`config.mk`:
```
export PLATFORM = sky130hd
export DESIGN_NAME = linear_ahdsr_envelope_top
export DESIGN_NICKNAME = d
export VERILOG_FILES = /design/src/hw/rtl/lahdsr_pkg.sv /design/src/hw/rtl/lahdsr_ctrl.sv /design/src/hw/rtl/lahdsr_datapath.sv /design/src/hw/rtl/linear_ahdsr_envelope_top.sv
export SDC_FILE = /design/constraint.sdc
export NUM_CORES = 1
export LEC_CHECK = 0
export BUFFER_PORTS_ARGS = -buffer_cell sky130_fd_sc_hd__buf_2
export CAP_MARGIN = 20
export CORE_UTILIZATION = 45
export DETAILED_ROUTE_END_ITERATION = 12
export REMOVE_ABC_BUFFERS = 1
export SLEW_MARGIN = 20
export SYNTH_ARGS = -nofsm -noshare
export SYNTH_HDL_FRONTEND = slang
export SYNTH_SLANG_ARGS = --single-unit
```
`constraint.sdc`:
```
create_clock -name clock -period 4.7 [get_ports clock]
set_input_delay 0 -clock clock [delete_from_list [all_inputs] [get_ports clock]]
set_output_delay 0 -clock clock [all_outputs]
set_load 0.02 [all_outputs]
```
`src/hw/rtl/lahdsr_pkg.sv`:
```
// ---------------------------------------------------------------------------
// lahdsr_pkg
// Shared widths, codes and controller/datapath interface types for the
// linear AHDSR envelope generator.
// ---------------------------------------------------------------------------
`default_nettype none

package lahdsr_pkg;

   localparam int COUNT_WIDTH = 24;
   localparam int LEVEL_WIDTH = 16;
   localparam int PHASE_WIDTH = 3;
   localparam int CSR_INDEX_WIDTH = 3;
   localparam int CSR_DATA_WIDTH = (COUNT_WIDTH > LEVEL_WIDTH) ? COUNT_WIDTH : LEVEL_WIDTH;
   localparam int STEP_CNT_WIDTH = (LEVEL_WIDTH > 1) ? $clog2(LEVEL_WIDTH) : 1;

   // envelope phases
   localparam logic [PHASE_WIDTH-1:0] PH_ATTACK  = 3'd0;
   localparam logic [PHASE_WIDTH-1:0] PH_HOLD    = 3'd1;
   localparam logic [PHASE_WIDTH-1:0] PH_DECAY   = 3'd2;
   localparam logic [PHASE_WIDTH-1:0] PH_SUSTAIN = 3'd3;
   localparam logic [PHASE_WIDTH-1:0] PH_RELEASE = 3'd4;
   localparam logic [PHASE_WIDTH-1:0] PH_TAIL    = 3'd5;

   // register indexes
   localparam logic [CSR_INDEX_WIDTH-1:0] REG_ATTACK_LEN    = 3'd0;
   localparam logic [CSR_INDEX_WIDTH-1:0] REG_HOLD_LEN      = 3'd1;
   localparam logic [CSR_INDEX_WIDTH-1:0] REG_DECAY_LEN     = 3'd2;
   localparam logic [CSR_INDEX_WIDTH-1:0] REG_SUSTAIN_LEN   = 3'd3;
   localparam logic [CSR_INDEX_WIDTH-1:0] REG_RELEASE_LEN   = 3'd4;
   localparam logic [CSR_INDEX_WIDTH-1:0] REG_TOTAL_LEN     = 3'd5;
   localparam logic [CSR_INDEX_WIDTH-1:0] REG_PEAK_LEVEL    = 3'd6;
   localparam logic [CSR_INDEX_WIDTH-1:0] REG_SUSTAIN_LEVEL = 3'd7;

   localparam logic [LEVEL_WIDTH-1:0] PEAK_LEVEL_RESET    = LEVEL_WIDTH'(65535);
   localparam logic [LEVEL_WIDTH-1:0] SUSTAIN_LEVEL_RESET = LEVEL_WIDTH'(32768);

   typedef struct packed {
      logic start;     // item accepted this cycle
      logic restart;   // restart bit of the accepted item
      logic advance;   // move to next phase, position to zero
      logic md_init;   // load the multiply-divide operands
      logic md_step;   // one quotient digit
      logic emit;      // load result register and update envelope state
   } lahdsr_cmd_type;

   typedef struct packed {
      logic finished;  // sample index at or past total length
      logic advance;   // current phase is used up
      logic md_last;   // final multiply-divide digit pending
      logic out_free;  // result register can take a new item
   } lahdsr_status_type;

endpackage

`default_nettype wire

```
`src/hw/rtl/lahdsr_ctrl.sv`:
```
// ---------------------------------------------------------------------------
// lahdsr_ctrl
// Sequencer: accept a tick, skip used-up phases, run the multiply-divide
// unless finished, then hand the sample to the result register.
// ---------------------------------------------------------------------------
`default_nettype none

module lahdsr_ctrl
   import lahdsr_pkg::*;
(
   input  wire logic              clock,
   input  wire logic              reset,
   input  wire logic              req_valid,
   output logic                   req_ready,
   input  wire logic              req_restart,
   input  wire lahdsr_status_type status,
   output lahdsr_cmd_type         cmd
);

   localparam logic [1:0] ST_IDLE = 2'd0;
   localparam logic [1:0] ST_SKIP = 2'd1;
   localparam logic [1:0] ST_CALC = 2'd2;
   localparam logic [1:0] ST_EMIT = 2'd3;

   logic [1:0] state_ff;
   logic [1:0] state_in;

   always_comb begin
      state_in    = state_ff;
      cmd         = '0;
      req_ready   = 1'b0;
      unique case (state_ff)
         ST_IDLE: begin
            req_ready = 1'b1;
            if (req_valid) begin
               cmd.start   = 1'b1;
               cmd.restart = req_restart;
               state_in    = ST_SKIP;
            end
         end
         ST_SKIP: begin
            priority if (status.finished) begin
               state_in = ST_EMIT;
            end else if (status.advance) begin
               cmd.advance = 1'b1;
            end else begin
               cmd.md_init = 1'b1;
               state_in    = ST_CALC;
            end
         end
         ST_CALC: begin
            cmd.md_step = 1'b1;
            if (status.md_last) begin
               state_in = ST_EMIT;
            end
         end
         ST_EMIT: begin
            if (status.out_free) begin
               cmd.emit = 1'b1;
               state_in = ST_IDLE;
            end
         end
         default: begin
            state_in = ST_IDLE;
         end
      endcase
   end

   always_ff @(posedge clock) begin
      if (reset) begin
         state_ff <= ST_IDLE;
      end else begin
         state_ff <= state_in;
      end
   end

endmodule

`default_nettype wire

```
`src/hw/rtl/lahdsr_datapath.sv`:
```
// ---------------------------------------------------------------------------
// lahdsr_datapath
// Config registers, envelope counters, radix-2 serial multiply-divide
// and the result register.
// ---------------------------------------------------------------------------
`default_nettype none

module lahdsr_datapath
   import lahdsr_pkg::*;
(
   input  wire logic                       clock,
   input  wire logic                       reset,
   input  wire logic                       csr_valid,
   input  wire logic [CSR_INDEX_WIDTH-1:0] csr_index,
   input  wire logic [CSR_DATA_WIDTH-1:0]  csr_data,
   input  wire lahdsr_cmd_type             cmd,
   output lahdsr_status_type               status,
   output logic                            rsp_valid,
   input  wire logic                       rsp_ready,
   output logic [LEVEL_WIDTH-1:0]          rsp_level,
   output logic [PHASE_WIDTH-1:0]          rsp_phase,
   output logic                            rsp_last_sample,
   output logic                            rsp_finished
);

   localparam int RW = COUNT_WIDTH + 2;

   // configuration
   logic [COUNT_WIDTH-1:0] attack_len_ff, hold_len_ff, decay_len_ff;
   logic [COUNT_WIDTH-1:0] sustain_len_ff, release_len_ff, total_len_ff;
   logic [LEVEL_WIDTH-1:0] peak_level_ff, sustain_level_ff;

   // envelope state
   logic [COUNT_WIDTH-1:0] index_ff, index_in;
   logic [COUNT_WIDTH-1:0] pos_ff, pos_in;
   logic [PHASE_WIDTH-1:0] phase_ff, phase_in;

   // multiply-divide
   logic [LEVEL_WIDTH-1:0]    a_ff, a_in;
   logic [COUNT_WIDTH-1:0]    k_ff, k_in;
   logic [COUNT_WIDTH-1:0]    len_ff, len_in;
   logic [COUNT_WIDTH-1:0]    r_ff, r_in;
   logic [LEVEL_WIDTH-1:0]    q_ff, q_in;
   logic [STEP_CNT_WIDTH-1:0] cnt_ff, cnt_in;

   // result register
   logic                   out_valid_ff, out_valid_in;
   logic [LEVEL_WIDTH-1:0] out_level_ff, out_level_in;
   logic [PHASE_WIDTH-1:0] out_phase_ff, out_phase_in;
   logic                   out_last_ff, out_last_in;
   logic                   out_fin_ff, out_fin_in;

   logic [COUNT_WIDTH-1:0] cur_len;
   logic [RW-1:0]          r2, len1, len2;
   logic                   ge1, ge2;
   logic [1:0]             digit;
   logic                   finished;
   logic                   rising_decay;
   logic [COUNT_WIDTH:0]   index_inc;
   logic [LEVEL_WIDTH-1:0] ramp_level;

   always_comb begin
      unique case (phase_ff)
         PH_ATTACK:  cur_len = attack_len_ff;
         PH_HOLD:    cur_len = hold_len_ff;
         PH_DECAY:   cur_len = decay_len_ff;
         PH_SUSTAIN: cur_len = sustain_len_ff;
         PH_RELEASE: cur_len = release_len_ff;
         default:    cur_len = '0;
      endcase
   end

   assign finished     = (index_ff >= total_len_ff);
   assign rising_decay = (sustain_level_ff >= peak_level_ff);
   assign index_inc    = {1'b0, index_ff} + (COUNT_WIDTH+1)'(1);

   // one digit: r2 = 2r + bit*k < 3*len, digit in 0..2
   assign r2    = {1'b0, r_ff, 1'b0} + (a_ff[LEVEL_WIDTH-1] ? {2'b00, k_ff} : '0);
   assign len1  = {2'b00, len_ff};
   assign len2  = {1'b0, len_ff, 1'b0};
   assign ge2   = (r2 >= len2);
   assign ge1   = (r2 >= len1);
   assign digit = ge2 ? 2'd2 : (ge1 ? 2'd1 : 2'd0);

   always_comb begin
      unique case (phase_ff)
         PH_ATTACK:  ramp_level = q_ff;
         PH_HOLD:    ramp_level = peak_level_ff;
         PH_DECAY:   ramp_level = rising_decay ? peak_level_ff + q_ff : peak_level_ff - q_ff;
         PH_SUSTAIN: ramp_level = sustain_level_ff;
         PH_RELEASE: ramp_level = sustain_level_ff - q_ff;
         default:    ramp_level = '0;
      endcase
   end

   always_comb begin
      index_in = index_ff;
      pos_in   = pos_ff;
      phase_in = phase_ff;
      a_in     = a_ff;
      k_in     = k_ff;
      len_in   = len_ff;
      r_in     = r_ff;
      q_in     = q_ff;
      cnt_in   = cnt_ff;

      if (cmd.start && cmd.restart) begin
         index_in = '0;
         pos_in   = '0;
         phase_in = PH_ATTACK;
      end
      if (cmd.advance) begin
         phase_in = phase_ff + PHASE_WIDTH'(1);
         pos_in   = '0;
      end
      if (cmd.md_init) begin
         unique case (phase_ff)
            PH_ATTACK:  a_in = peak_level_ff;
            PH_DECAY:   a_in = rising_decay ? sustain_level_ff - peak_level_ff
                                            : peak_level_ff - sustain_level_ff;
            PH_RELEASE: a_in = sustain_level_ff;
            default:    a_in = '0;
         endcase
         k_in   = pos_ff;
         len_in = cur_len;
         r_in   = '0;
         q_in   = '0;
         cnt_in = STEP_CNT_WIDTH'(LEVEL_WIDTH - 1);
      end
      if (cmd.md_step) begin
         a_in   = {a_ff[LEVEL_WIDTH-2:0], 1'b0};
         r_in   = ge2 ? COUNT_WIDTH'(r2 - len2) : (ge1 ? COUNT_WIDTH'(r2 - len1)
                                                       : COUNT_WIDTH'(r2));
         q_in   = {q_ff[LEVEL_WIDTH-2:0], 1'b0} + LEVEL_WIDTH'(digit);
         cnt_in = cnt_ff - STEP_CNT_WIDTH'(1);
      end
      if (cmd.emit && !finished) begin
         index_in = index_inc[COUNT_WIDTH-1:0];
         pos_in   = (phase_ff < PH_TAIL) ? pos_ff + COUNT_WIDTH'(1) : '0;
      end
   end

   always_comb begin
      out_valid_in = out_valid_ff;
      out_level_in = out_level_ff;
      out_phase_in = out_phase_ff;
      out_last_in  = out_last_ff;
      out_fin_in   = out_fin_ff;
      if (out_valid_ff && rsp_ready) begin
         out_valid_in = 1'b0;
      end
      if (cmd.emit) begin
         out_valid_in = 1'b1;
         if (finished) begin
            out_level_in = '0;
            out_phase_in = PH_TAIL;
            out_last_in  = 1'b0;
            out_fin_in   = 1'b1;
         end else begin
            out_level_in = ramp_level;
            out_phase_in = phase_ff;
            out_last_in  = (index_inc == {1'b0, total_len_ff});
            out_fin_in   = 1'b0;
         end
      end
   end

   always_ff @(posedge clock) begin
      if (reset) begin
         attack_len_ff    <= '0;
         hold_len_ff      <= '0;
         decay_len_ff     <= '0;
         sustain_len_ff   <= '0;
         release_len_ff   <= '0;
         total_len_ff     <= '0;
         peak_level_ff    <= PEAK_LEVEL_RESET;
         sustain_level_ff <= SUSTAIN_LEVEL_RESET;
      end else if (csr_valid) begin
         unique case (csr_index)
            REG_ATTACK_LEN:    attack_len_ff    <= csr_data[COUNT_WIDTH-1:0];
            REG_HOLD_LEN:      hold_len_ff      <= csr_data[COUNT_WIDTH-1:0];
            REG_DECAY_LEN:     decay_len_ff     <= csr_data[COUNT_WIDTH-1:0];
            REG_SUSTAIN_LEN:   sustain_len_ff   <= csr_data[COUNT_WIDTH-1:0];
            REG_RELEASE_LEN:   release_len_ff   <= csr_data[COUNT_WIDTH-1:0];
            REG_TOTAL_LEN:     total_len_ff     <= csr_data[COUNT_WIDTH-1:0];
            REG_PEAK_LEVEL:    peak_level_ff    <= csr_data[LEVEL_WIDTH-1:0];
            REG_SUSTAIN_LEVEL: sustain_level_ff <= csr_data[LEVEL_WIDTH-1:0];
            default: ;
         endcase
      end
   end

   always_ff @(posedge clock) begin
      if (reset) begin
         index_ff     <= '0;
         pos_ff       <= '0;
         phase_ff     <= PH_ATTACK;
         out_valid_ff <= 1'b0;
      end else begin
         index_ff     <= index_in;
         pos_ff       <= pos_in;
         phase_ff     <= phase_in;
         out_valid_ff <= out_valid_in;
      end
   end

   always_ff @(posedge clock) begin
      a_ff         <= a_in;
      k_ff         <= k_in;
      len_ff       <= len_in;
      r_ff         <= r_in;
      q_ff         <= q_in;
      cnt_ff       <= cnt_in;
      out_level_ff <= out_level_in;
      out_phase_ff <= out_phase_in;
      out_last_ff  <= out_last_in;
      out_fin_ff   <= out_fin_in;
   end

   assign status.finished = finished;
   assign status.advance  = (phase_ff < PH_TAIL) && (pos_ff >= cur_len);
   assign status.md_last  = (cnt_ff == '0);
   assign status.out_free = !out_valid_ff || rsp_ready;

   assign rsp_valid       = out_valid_ff;
   assign rsp_level       = out_level_ff;
   assign rsp_phase       = out_phase_ff;
   assign rsp_last_sample = out_last_ff;
   assign rsp_finished    = out_fin_ff;

endmodule

`default_nettype wire

```
`src/hw/rtl/linear_ahdsr_envelope_top.sv`:
```
// Each accepted item skips used-up phases one at a time, runs the
// LEVEL_WIDTH (16) multiply-divide digits and loads the result register once
// it is free; a finished envelope skips the multiply-divide.
// One item is in flight at a time, and a full output register holds it back;
// the next item is taken while a result waits.
// Reset: synchronous; registers to their reset values, envelope at attack.
// ---------------------------------------------------------------------------
// linear_ahdsr_envelope_top
// Linear attack/hold/decay/sustain/release envelope, one sample per item.
// ---------------------------------------------------------------------------
`default_nettype none

module linear_ahdsr_envelope_top
   import lahdsr_pkg::*;
(
   input  wire logic                       clock,
   input  wire logic                       reset,
   input  wire logic                       req_valid,
   output logic                            req_ready,
   input  wire logic                       req_restart,
   output logic                            rsp_valid,
   input  wire logic                       rsp_ready,
   output logic [LEVEL_WIDTH-1:0]          rsp_level,
   output logic [PHASE_WIDTH-1:0]          rsp_phase,
   output logic                            rsp_last_sample,
   output logic                            rsp_finished,
   input  wire logic                       csr_valid,
   output logic                            csr_ready,
   input  wire logic [CSR_INDEX_WIDTH-1:0] csr_index,
   input  wire logic [CSR_DATA_WIDTH-1:0]  csr_data
);

   lahdsr_cmd_type    cmd;
   lahdsr_status_type status;

   assign csr_ready = 1'b1;

   lahdsr_ctrl u_ctrl (
      .clock       (clock),
      .reset       (reset),
      .req_valid   (req_valid),
      .req_ready   (req_ready),
      .req_restart (req_restart),
      .status      (status),
      .cmd         (cmd)
   );

   lahdsr_datapath u_datapath (
      .clock           (clock),
      .reset           (reset),
      .csr_valid       (csr_valid),
      .csr_index       (csr_index),
      .csr_data        (csr_data),
      .cmd             (cmd),
      .status          (status),
      .rsp_valid       (rsp_valid),
      .rsp_ready       (rsp_ready),
      .rsp_level       (rsp_level),
      .rsp_phase       (rsp_phase),
      .rsp_last_sample (rsp_last_sample),
      .rsp_finished    (rsp_finished)
   );

endmodule

`default_nettype wire

```
==> summary.md <==
| Metric | Value |
|---|---|
| Status | finished with violations |
| Failing checks | negative setup slack |
| Avg Cell Area, Syn | 8.23 um2 |
| Crit path buffers/inverters | 6 |
| Starting Density | 45.5% |
| CP startpoint kind | register |
| Comb pwr share | 53.7% |
| Initial DRC count | 2040 |
| Worst Skew | 0.0175 ns |
| Later-pin clock latency in the skew report | around 0.58 ns |
| Arrival @ worst endpoint | 5.27 ns |
| Number of synthesized flops with an enable pin | around 130 |
| CP Class | register to register |
| Non-filler cells, final | 3916 |
| Synthesized area | 0.0239 mm2 |
| Slew Viols, Final | 0 |
| FF+latch count, synth | 359 |
| Proportion of layout cells with a drive suffix above 1 | 18.8% |
| Sequential power share | 23.5% |
| Clock Power Share | 22.8% |
| Die H | 233 um |
| Main combinational cell family by area after synthesis | compound AO/OA/AOI/OAI gates |
| Finished Cell Area | 0.0298 mm2 |
| Routed WL per cell | 20.2 um |
| Max Freq | 205 MHz |
| Post-route ant nets | 0 |
| Row count | 84 |
| Crit path top cell by count | buf_4 |
| H-tree Lvls | 2 |
| First-pass GRT wire length | 123 mm |
| Setup violations, final | 37 |
| Router iterations before antenna repair | 6 |
| Count of cell types in the netlist | 88 |
| Total Routing Usage GR | 29.0% |
| Hold path cells | 7 |
| Synth area leader | dfxtp_1 |
| Via Count | around 23k |
| Mux contribution to synthesized area | 1.81% |
| CTS tree | built |
| Hold Path Class | input port to register |
| Area growth, synth to finish | 24.6% |
| Pre-CTS WS | -0.522 ns |
| Crit. path cell count | 24 |
| Vias in the first global route | 22.1k |
| Top FF cell, synth | dfxtp_1 |
| Post-Syn Instances | 2906 |
| Grt ovf | 0 |
| Max-Cap Viols | 0 |
| Unrepaired setup endpoints after global routing | yes |
| Top cells by count, synth | nand2_1, a21oi_1, dfxtp_1 |
| Tcrit/Tclk final | 104% |
| PwrDens | around 530 mW/mm2 |
| # IOs | 57 |
| Compound-Gate Fraction of Synth Area | 22.3% |
| Clk buf depth | 3 |
| Max incr delay on CP | 0.46 ns |
| Vias per std cell | 5.83 |
| Die ar. | approximately 0.054 mm2 |
| Simple-Gate Fraction of Synth Area | 18.7% |
| Fin Hold WS | 0.0347 ns |
| Asr flop ratio synth | 0% |
| Top Family by Delay on Critical Path | simple AND/OR/NAND/NOR gates |
| Worst-path cell chain | buf_6, and2_1, ha_4, nor3_1, nor2_1, nand4_1, buf_4, a211oi_4, nand2b_4, a21oi_4, xnor2_2, buf_4, ha_4, a21o_1, a21o_1, or3_4, o21ai_4, nor2_4, nor3_4, buf_6, buf_12, buf_4, nand2_1, a311oi_1 |
| Placed cells | 3768 |
| Critical Path End Type | register |
| Most common cell in the synthesized netlist | nand2_1 |
| R2r worst-path depth | 24 |
| Worst Setup SP | u_datapath.a_ff[15] |
| Initial antenna violation count | 0 |
| Register area share after synthesis | 35.4% |
| Sink Count | between 300 and 400 |
| Reg2Reg Launch Point | u_datapath.a_ff[15] |
| DRT Wirelength | 79.3 mm |
| PortBufs | 55 |
| Max Fanout on Critical Path | 7 |
| Post-layout min period | 4.87 ns |
| Leakage power | 11.9 nW |
| Post-detail-place hpwl | 56.9 mm |
| Reg clk slew, reported paths | about 0.070 ns |
| CORE AREA | 0.0526 mm2 |
| Yosys warns | 0 |
| Placer congestion estimate | 0.922 |
| Setup ws final | -0.169 ns |
| Post-Synth Adder-Cell Area | a little over a tenth |
| Cell Area, Placed | 0.0266 mm2 |
| Clock root buffer | clkbuf_16 |
| Synth top area share | around a fifth |
| Synth top area cells | dfxtp_1, edfxtp_1, ha_1, nand2_1, a21oi_1 |
| Worst Hold Launch | req_valid |
| Sw frac | 38.1% |
| Hold Vio Cnt, Final | 0 |
| Cell Int Power | slightly below 10 mW |
| Critical Path Slowest Stage Cell | edfxtp_1 |
| Largest net degree at the start of global routing | 173 |
| Worst Max-Slew Pin Slew | roughly 1.1 ns |
| Die X | 233 um |
| Total CTS buffers | between 40 and 50 |
| Worst EP required | 5.10 ns |
| # nets final | roughly 3.4k |
| Post-synthesis xor/xnor area fraction | under 10% |
| Residual DRC count | 0 |
| P_sw | roughly 6 mW |
| Peak VDD IR | between 0.3 and 0.4 mV |
| Slew headroom | 24.1% |
==> sequential cells by signal, indices dropped and copies added (netlist names), 24 cells and up <==
signal                     cells
u_datapath.pos_ff             24
u_datapath.total_len_ff       24
u_datapath.r_ff               24
u_datapath.sustain_len_ff     24
u_datapath.release_len_ff     24
u_datapath.attack_len_ff      24
u_datapath.k_ff               24
u_datapath.hold_len_ff        24
u_datapath.decay_len_ff       24
u_datapath.len_ff             24
u_datapath.index_ff           24
==> per-layer routing <==
layer | vias to the layer above | share of wire (%) | track usage, %
li1 | 10931 | - | -
met1 | 10949 | 44 | 38.4
met2 | 802 | 45 | 45.9
met3 | 155 | 7.2 | 6.04
met4 | 2 | 3.8 | 11.6
met5 | - | 0.068 | 0.827
==> cells in the final DEF, fill, tap and decap left out, types with 28 or more instances in the layout <==
master	n
a21o_1	56
a21oi_1	330
a22oi_1	40
a31oi_1	28
and2_1	34
buf_2	54
buf_4	285
clkbuf_16	48
dfxtp_1	230
edfxtp_1	128
ha_1	173
inv_1	174
mux2i_1	30
nand2_1	508
nand3_1	58
nand4_1	33
nor2_1	118
o211ai_1	29
o21a_1	35
o21ai_0	110
or3_1	30
xnor2_1	97
xor2_1	43
==> worst min-delay path: stages <==
cell      delay [ns]
buf_2           0.10
nor2b_1         0.09
a21oi_1         0.05
o21ai_0         0.07
a21oi_1         0.08
o21ai_0         0.08
a221oi_1        0.08
==> stage by stage <==
stage / total power [mW] / TNS (ns) / utilization (%)
2_1_floorplan: 7.83 / -149.24 / -
3_3_place_gp: 10.6 / -9.88 / 50.6
3_5_place_dp: 10.7 / -14.55 / 50.6
4_1_cts: 15.1 / -1.43 / 55.5
5_1_grt: 16.7 / -10.78 / 56.7
6_report: 15.8 / -3.42 / 56.7
==> final timing paths <==
kind | end | slack, ns
max | u_datapath.r_ff[15] | -0.17
min | u_ctrl.state_ff[0] | 0.03
max reg2reg | u_datapath.r_ff[15] | -0.17
min reg2reg | u_datapath.attack_len_ff[12] | 0.45
==> cell families after synthesis <==
kind of cell             Yosys count
AND/OR/NAND/NOR                  978
AO/OA/AOI/OAI                    844
flip-flops                       359
buffers and inverters            330
adder cells (fa/ha/maj)          202
XOR/XNOR                         151
multiplexers                      41
other                              1
==> final cells by class <==
| cell class | count | area [um2] |
|---|---|---|
| clock inverter | 20 | 274 |
| fill | 4766 | 22700 |
| tap | 688 | 861 |
| inverter | 180 | 678 |
| multi-input combinational | 2217 | 15200 |
| timing repair buffer | 392 | 3100 |
| clock buffer | 58 | 1250 |
| antenna | 2 | 5.00 |
| sequential | 359 | 8470 |
==> power groups by stage <==
stage	clock network, mW	registers, mW	logic, mW
finish	3.60	3.72	8.50
global route	3.80	3.74	9.13
CTS	3.67	3.70	7.70
detailed placement	0	3.76	6.91
global placement	0	3.76	6.87
floorplan	0	3.74	4.08
==> timing repair <==
item                                    in CTS  in global routing
hold buffers                                27                  0
hold endpoints to repair                   188                  0
setup buffers                               26                 15
resized for setup                           96                 98
endpoints found under the setup margin      40                188
cloned                                       4                  1
pin swaps                                   34                 82
No activity file was read; power rests on OpenSTA's default activity.
